## src/rtl/ecst_pkg.sv

```systemverilog
// Shared types and constants for the error code suppression table.
// No dependencies; imported by error_code_suppression_table.
package ecst_pkg;

  // Default table depth and field widths
  localparam int unsigned CodeSlotsDefault = 16;
  localparam int unsigned CodeW   = 32;
  localparam int unsigned DataW   = 32;
  localparam int unsigned TimeW   = 32;
  localparam int unsigned WindowW = 16;
  localparam int unsigned KindW   = 2;

  // Stream widths: payload packed from bit 0, padded to whole bytes
  localparam int unsigned InPackW  = CodeW + DataW + 2;
  localparam int unsigned InTdataW = ((InPackW + 7) / 8) * 8;
  localparam int unsigned OutPackW  = CodeW + DataW + 3;
  localparam int unsigned OutTdataW = ((OutPackW + 7) / 8) * 8;

  localparam logic [WindowW-1:0] WindowReset = WindowW'(60);

  // Request kinds; the remaining code is reserved and does nothing
  typedef enum logic [KindW-1:0] {
    KIND_REPORT = 2'd0,
    KIND_TICK   = 2'd1,
    KIND_CLEAR  = 2'd2
  } kind_e;

  // One registered input request
  typedef struct packed {
    logic [KindW-1:0] kind;
    logic [CodeW-1:0] code;
    logic [DataW-1:0] data;
    logic             raised;
    logic             force_emit;
  } in_req_t;

  // One result
  typedef struct packed {
    logic             emit;
    logic [CodeW-1:0] code;
    logic [DataW-1:0] data;
    logic             suppressed;
    logic             table_full;
  } out_res_t;

endpackage

```

## src/rtl/error_code_suppression_table.sv

```systemverilog
// Keyed error-report filter: seconds counter plus an associative code table.
// Depends on ecst_pkg (types, widths, reset constants).
// Input stream (s_axis_*): one request per handshake. tuser carries the kind
//   (report, one-second tick, clear table). tdata carries, from bit 0:
//   error_code, error_data, is_raised, force_emit.
// Output stream (m_axis_*): exactly one result per request, in order. tdata
//   carries, from bit 0: emit, out_code, out_data, suppressed, table_full.
//   Tick, clear and reserved kinds answer with an all-zero result.
// Config: cfg_we_i writes cfg_wdata_i into the suppression window (seconds).
//   Write it only while no request is in flight.
// Timing: two register stages. The input register loads at the handshake
//   and the result register loads from it once free, after one pass of CAM
//   match, free-slot pick and window compare. Table and clock update in that
//   same cycle: throughput 1 per cycle while m_axis_tready is high.
// Reset: clears the seconds counter, all slot valid bits and both stage
//   valids; the window returns to 60 s. No clearing pass is needed.
// Back-pressure: when m_axis_tready is low the result register holds; the
//   input register still takes one more request, then s_axis_tready drops
//   until the result is taken.
module error_code_suppression_table #(
  parameter int unsigned CODE_SLOTS = ecst_pkg::CodeSlotsDefault
) (
  input  logic                           clk_i,
  input  logic                           rst_ni,
  // suppression window write
  input  logic                           cfg_we_i,
  input  logic [ecst_pkg::WindowW-1:0]   cfg_wdata_i,
  // request stream
  input  logic                           s_axis_tvalid,
  output logic                           s_axis_tready,
  // [31:0] error_code, [63:32] error_data, [64] is_raised, [65] force_emit
  input  logic [ecst_pkg::InTdataW-1:0]  s_axis_tdata,
  // [1:0] kind
  input  logic [ecst_pkg::KindW-1:0]     s_axis_tuser,
  // result stream
  output logic                           m_axis_tvalid,
  input  logic                           m_axis_tready,
  // [0] emit, [32:1] out_code, [64:33] out_data, [65] suppressed,
  // [66] table_full
  output logic [ecst_pkg::OutTdataW-1:0] m_axis_tdata
);
  import ecst_pkg::*;

  localparam int unsigned SlotW = (CODE_SLOTS > 1) ? $clog2(CODE_SLOTS) : 1;

  // Stage 1: input register
  logic    s1_valid_q, s1_valid_d;
  in_req_t s1_q;
  // Stage 2: result register
  logic     out_valid_q, out_valid_d;
  out_res_t out_q, out_d;

  // Block state. Only the fields that shape a result are kept per slot:
  // key, valid and time of last update.
  logic [TimeW-1:0]   now_q, now_d;
  logic [WindowW-1:0] window_q;
  logic [CODE_SLOTS-1:0] slot_valid_q, slot_valid_d;
  logic [CodeW-1:0] slot_code_q    [CODE_SLOTS];
  logic [TimeW-1:0] slot_updated_q [CODE_SLOTS];

  logic out_free, s1_adv;
  assign out_free      = !out_valid_q || m_axis_tready;
  assign s1_adv        = s1_valid_q && out_free;
  assign s_axis_tready = !s1_valid_q || s1_adv;
  assign s1_valid_d    = (s_axis_tvalid && s_axis_tready) || (s1_valid_q && !s1_adv);

  // Associative match and free-slot pick (lowest index wins)
  logic             hit, has_free;
  logic [SlotW-1:0] hit_idx, free_idx;
  always_comb begin
    hit      = 1'b0;
    has_free = 1'b0;
    hit_idx  = '0;
    free_idx = '0;
    for (int i = CODE_SLOTS - 1; i >= 0; i--) begin
      if (slot_valid_q[i] && (slot_code_q[i] == s1_q.code)) begin
        hit     = 1'b1;
        hit_idx = SlotW'(i);
      end
      if (!slot_valid_q[i]) begin
        has_free = 1'b1;
        free_idx = SlotW'(i);
      end
    end
  end

  // Window check on the matched slot; a slot last updated at time zero never suppresses
  logic [TimeW-1:0] hit_upd, age;
  logic             in_window;
  assign hit_upd   = slot_updated_q[hit_idx];
  assign age       = now_q - hit_upd;
  assign in_window = hit && (hit_upd != '0) && (age < TimeW'(window_q));

  // Result and state update for the request in stage 1
  logic             wr_en;
  logic [SlotW-1:0] wr_idx;
  always_comb begin
    now_d        = now_q;
    slot_valid_d = slot_valid_q;
    wr_en        = 1'b0;
    wr_idx       = hit ? hit_idx : free_idx;
    out_d        = '0;
    case (kind_e'(s1_q.kind))
      KIND_TICK: begin
        now_d = now_q + TimeW'(1);
      end
      KIND_CLEAR: begin
        slot_valid_d = '0;
      end
      KIND_REPORT: begin
        wr_en            = hit || has_free;
        slot_valid_d[wr_idx] = slot_valid_q[wr_idx] | wr_en;
        out_d.suppressed = !s1_q.force_emit && in_window;
        out_d.table_full = !wr_en;
        out_d.emit       = s1_q.raised && !out_d.suppressed;
        out_d.code       = s1_q.code;
        out_d.data       = s1_q.data;
      end
      default: begin
      end
    endcase
  end

  assign out_valid_d = s1_adv || (out_valid_q && !m_axis_tready);

  // Control registers
  always_ff @(posedge clk_i or negedge rst_ni) begin
    if (!rst_ni) begin
      s1_valid_q   <= 1'b0;
      out_valid_q  <= 1'b0;
      now_q        <= '0;
      window_q     <= WindowReset;
      slot_valid_q <= '0;
    end else begin
      s1_valid_q  <= s1_valid_d;
      out_valid_q <= out_valid_d;
      if (cfg_we_i) begin
        window_q <= cfg_wdata_i;
      end
      if (s1_adv) begin
        now_q        <= now_d;
        slot_valid_q <= slot_valid_d;
      end
    end
  end

  // Payload registers and slot contents
  always_ff @(posedge clk_i) begin
    if (s_axis_tvalid && s_axis_tready) begin
      s1_q.kind       <= s_axis_tuser;
      s1_q.code       <= s_axis_tdata[CodeW-1:0];
      s1_q.data       <= s_axis_tdata[CodeW+DataW-1:CodeW];
      s1_q.raised     <= s_axis_tdata[CodeW+DataW];
      s1_q.force_emit <= s_axis_tdata[CodeW+DataW+1];
    end
    if (s1_adv) begin
      out_q <= out_d;
      if (wr_en && kind_e'(s1_q.kind) == KIND_REPORT) begin
        slot_code_q[wr_idx]    <= s1_q.code;
        slot_updated_q[wr_idx] <= now_q;
      end
    end
  end

  assign m_axis_tvalid = out_valid_q;
  assign m_axis_tdata  = {
    (OutTdataW - OutPackW)'(0),
    out_q.table_full, out_q.suppressed, out_q.data, out_q.code, out_q.emit
  };

`ifndef SYNTHESIS
  // A held request in stage 1 is never dropped
  a_s1_hold: assert property (@(posedge clk_i) disable iff (!rst_ni)
    s1_valid_q && !s1_adv |=> s1_valid_q)
    else $error("stage 1 request lost");

  // Clear empties the table
  a_clear: assert property (@(posedge clk_i) disable iff (!rst_ni)
    s1_adv && (s1_q.kind == KIND_CLEAR) |=> slot_valid_q == '0)
    else $error("table not empty after clear");

  // Tick advances time by exactly one
  a_tick: assert property (@(posedge clk_i) disable iff (!rst_ni)
    s1_adv && (s1_q.kind == KIND_TICK) |=> now_q == $past(now_q) + TimeW'(1))
    else $error("tick did not advance time");

  // A report that found no slot is never suppressed
  a_full_supp: assert property (@(posedge clk_i) disable iff (!rst_ni)
    out_valid_q && out_q.table_full |-> !out_q.suppressed)
    else $error("table_full with suppressed");

  // A suppressed report never emits
  a_emit_supp: assert property (@(posedge clk_i) disable iff (!rst_ni)
    out_valid_q && out_q.suppressed |-> !out_q.emit)
    else $error("emit while suppressed");
`endif

endmodule
```

## config.mk

```make
export PLATFORM = sky130hd
export DESIGN_NAME = error_code_suppression_table
export DESIGN_NICKNAME = d
export VERILOG_FILES = /design/src/rtl/ecst_pkg.sv /design/src/rtl/error_code_suppression_table.sv
export SDC_FILE = /design/constraint.sdc
export NUM_CORES = 2
export LEC_CHECK = 0
export ABC_CLOCK_PERIOD_IN_PS = 22800
export BUFFER_PORTS_ARGS = -buffer_cell sky130_fd_sc_hd__buf_2
export CAP_MARGIN = 20
export CELL_PAD_IN_SITES_DETAIL_PLACEMENT = 1
export CELL_PAD_IN_SITES_GLOBAL_PLACEMENT = 1
export CORE_MARGIN = 3
export CORE_UTILIZATION = 59
export CTS_BUF_LIST = sky130_fd_sc_hd__clkbuf_2 sky130_fd_sc_hd__clkbuf_4 sky130_fd_sc_hd__clkbuf_8
export DETAILED_ROUTE_END_ITERATION = 10
export PLACE_DENSITY = 0.95
export SLEW_MARGIN = 10
export SYNTH_ARGS = -nofsm -noshare
export SYNTH_HDL_FRONTEND = slang
export SYNTH_SLANG_ARGS = --single-unit
```

## constraint.sdc

```tcl
create_clock -name clk_i -period 22.8 [get_ports clk_i]
set_clock_uncertainty 0.2 [all_clocks]
set_input_delay 3.42 -clock clk_i [delete_from_list [all_inputs] [get_ports clk_i]]
set_output_delay 3.42 -clock clk_i [all_outputs]
set_load 0.02 [all_outputs]
```

==> run metrics <==
Worst setup EP type=flop; filler cell count=7432; final hold viol count=0; total core area=85550 sq um; CP max-delay cell=nor4_1; Port-buffer cells=157; crit path buf inv count=2; P_leak=19.36 nW; Worst Path Arrival=14.69 ns; CTS Hold Bufs=0; clock latency on the worst-skew pair=0.94 ns; gpl congestion=0.8627; DRC Markers=0; RR Endpoint=m_axis_tdata[0]; status=finished, violations left; DRT iter0 DRCs=6550; Final WS setup=8.544 ns; worst reg2reg startpoint=s1_q[44]; die height=300.5 um; pwr dens=86.90 nW/um^2; failing checks=max-capacitance violations, max-slew violations; Total Routing Usage GR=39.12%; Area Overhead vs Synth=11.38%; Max Slew Vio Count=2; FFs w/ async S/R, synth=5.388%; r2r worst-path depth=36; vias in the first global route=36.12k; Inserted Clock Buffers=190; fraction of layout cells with a size suffix above 1=16.55%; Design Power=4.953 mW; Place WS=11.83 ns; Final setup viols=0; initial antenna violation count=15; Post-Syn Area per Cell=15.98 sq um; full die area=90310 sq um; total of max-cap violations=1; met1 Use GR=48.25%; first-pass GRT wire length=253700 um; synthesized cell area=51180 sq um; Distinct cells, synth=73; unrepaired setup endpoints after global routing=no; CP Launch Type=flop; busiest grt layer=met2; Hold Path Depth=1; post-route clock period utilization=62.53%; Cell Rows=107; Post-Syn Instances=3203; Detailed Place HPWL=85400 um; Longest Clk Path Bufs=3; Seq/Total Area, Yosys=71.24%; drt via density=7.334; total iterations of the first detailed-routing run=8; grt total ovfl=0; Hold Crit Class=reg -> reg; Sink Count=1225; worst-margin pin slew=1.750 ns; initial core utilization=59.82%; Hold Crit Start=s1_q[28]; crit-path leading delay family=simple AND/OR/NAND/NOR gates; Slew headroom=-17.76%; Synth Flop Type=edfxtp_1; Setup TNS=0 ns; Vias=35.22k; total length of routed wires=193400 um; largest net degree at the start of global routing=118; met2 usage=61.74%; # resized after CTS=0; CP required=23.23 ns; I/O pin count=169; TritonCTS clock tree=done; Hold Crit Endpoint=m_axis_tdata[59]; grt met3 use=11.43%; clk slew on worst S/H paths=0.07 ns; post-CTS setup buffers=0; fin nets=3632; Crit path top cell by count=a21oi_1; CTS Root Cell=clkbuf_8; flops & latches, synth=1225; critical path fanouts, max=49; H-tree depth=4; Yosys Warn Count=0; width of the die=300.5 um; VDD IR max=0.07054 mV; Routed wire per std cell=40.28 um; WS Path Type=reg -> reg; EDFF count, synth=1159; maximum clock rate=70.15 MHz; highest cell delay on the worst timing path=1.44 ns; flop2flop setup slack=8.54 ns; fin crit period=14.26 ns; Antenna Nets Post-Route=0
## worst register-to-register path: cells and delay by family, from the launching register on
kind | cells | cell delay, ns
xor+xnor | 2 | 0.34
flops | 1 | 0.97
fa+ha+maj | 3 | 0.98
simple gates | 15 | 6.03
buf+inv | 2 | 1.36
compound gates | 14 | 4.13
## worst max path at each step
stage,startpoint,endpoint,slack (ns),cells after the start
floorplan,m_axis_tready,slot_code_q[12][0],14.00,6
global placement,s1_q[44],m_axis_tdata[0],12.46,36
detailed placement,s1_q[44],m_axis_tdata[0],11.83,36
CTS,s1_q[44],m_axis_tdata[0],11.12,36
global route,s1_q[44],m_axis_tdata[0],8.88,36
finish,s1_q[44],m_axis_tdata[0],8.54,36
## final cells by class
cell class / instances / area [sq um] / share of cell area [%]
Multi-Input combinational cell: 1793 / 13680 / 23.99
Antenna cell: 9 / 22.52 / 0.03951
Inverter: 45 / 168.9 / 0.2963
Timing Repair Buffer: 232 / 1499 / 2.630
Sequential cell: 1225 / 36460 / 63.96
Clock inverter: 88 / 500.5 / 0.8780
Clock buffer: 266 / 3242 / 5.687
Tap cell: 1144 / 1431 / 2.511
## sequential cells by signal (all words and copies together) (netlist names)
name            flops
s1_valid_q          1
s1_q               68
slot_updated_q    512
m_axis_tdata       67
now_q              32
window_q           16
m_axis_tvalid       1
slot_code_q       512
slot_valid_q       16
## synthesized netlist by cell type, types with 14 or more instances
| library cell | count | area share, % |
|---|---|---|
| buf_4 | 29 | 0.43 |
| nor2_1 | 99 | 0.73 |
| dfrtp_1 | 62 | 3.0 |
| xor2_1 | 409 | 7.0 |
| and3_1 | 14 | 0.17 |
| clkbuf_1 | 26 | 0.19 |
| buf_6 | 43 | 0.95 |
| nand2b_1 | 21 | 0.26 |
| and2_1 | 71 | 0.87 |
| mux2_2 | 25 | 0.55 |
| a211oi_1 | 28 | 0.41 |
| buf_2 | 44 | 0.43 |
| edfxtp_1 | 1159 | 68 |
| o21ai_0 | 50 | 0.49 |
| o22ai_1 | 41 | 0.50 |
| nand3_1 | 39 | 0.38 |
| nand4_1 | 59 | 0.72 |
| nor4_1 | 97 | 1.2 |
| ha_1 | 49 | 1.2 |
| xnor2_1 | 158 | 2.7 |
| nand2_1 | 99 | 0.73 |
| a21oi_1 | 90 | 0.88 |
| nor3_1 | 32 | 0.31 |
| mux2i_1 | 228 | 4.5 |
| nor2b_1 | 32 | 0.39 |
| inv_1 | 45 | 0.33 |
## cell families after synthesis
logic type	count (synthesis)	share of synthesized area (%)
xor+xnor	567	9.703
compound gates	311	3.990
other cells	1	0.007327
buf+inv	189	2.369
flops	1225	71.24
simple gates	600	6.288
fa+ha+maj	50	1.237
mux	260	5.163
## metal layers
layer	vias up	share of wire, %
li1	12610	-
met1	17160	32
met2	4120	45
met3	1316	14
met4	12	8.3
met5	-	0.043
## per-stage QoR
| step | hold slack (ns) | instances | util [%] | area [sq um] |
|---|---|---|---|---|
| finish | 0.3220 | 4802 | 66.63 | 57000 |
| global route | 0.3414 | 4795 | 66.61 | 56980 |
| CTS | 0.3204 | 4786 | 66.39 | 56800 |
| detailed placement | 0.3001 | 4432 | 62.02 | 53050 |
| global placement | 0.2737 | 4431 | 62.01 | 53050 |
| floorplan | 0.2569 | 3207 | - | 51190 |
## report_power, final
group          leakage [nW]  internal [mW]  switching (mW)
clock network          1.99          0.957            1.02
logic                  5.91          0.104           0.287
registers              11.5           2.52          0.0566
## cell usage in the layout (no fill, tap or decap), drive strengths merged, types with 59 or more instances in the layout
cell type  instances
nand4             59
edfxtp          1159
clkinv            77
mux2i            228
a21oi             92
dfrtp             62
clkbuf           266
buf              232
nor2              99
and2              71
xnor2            158
nand2             99
nor4              97
xor2             409
Note: power is estimated with default switching activity, not from simulation.
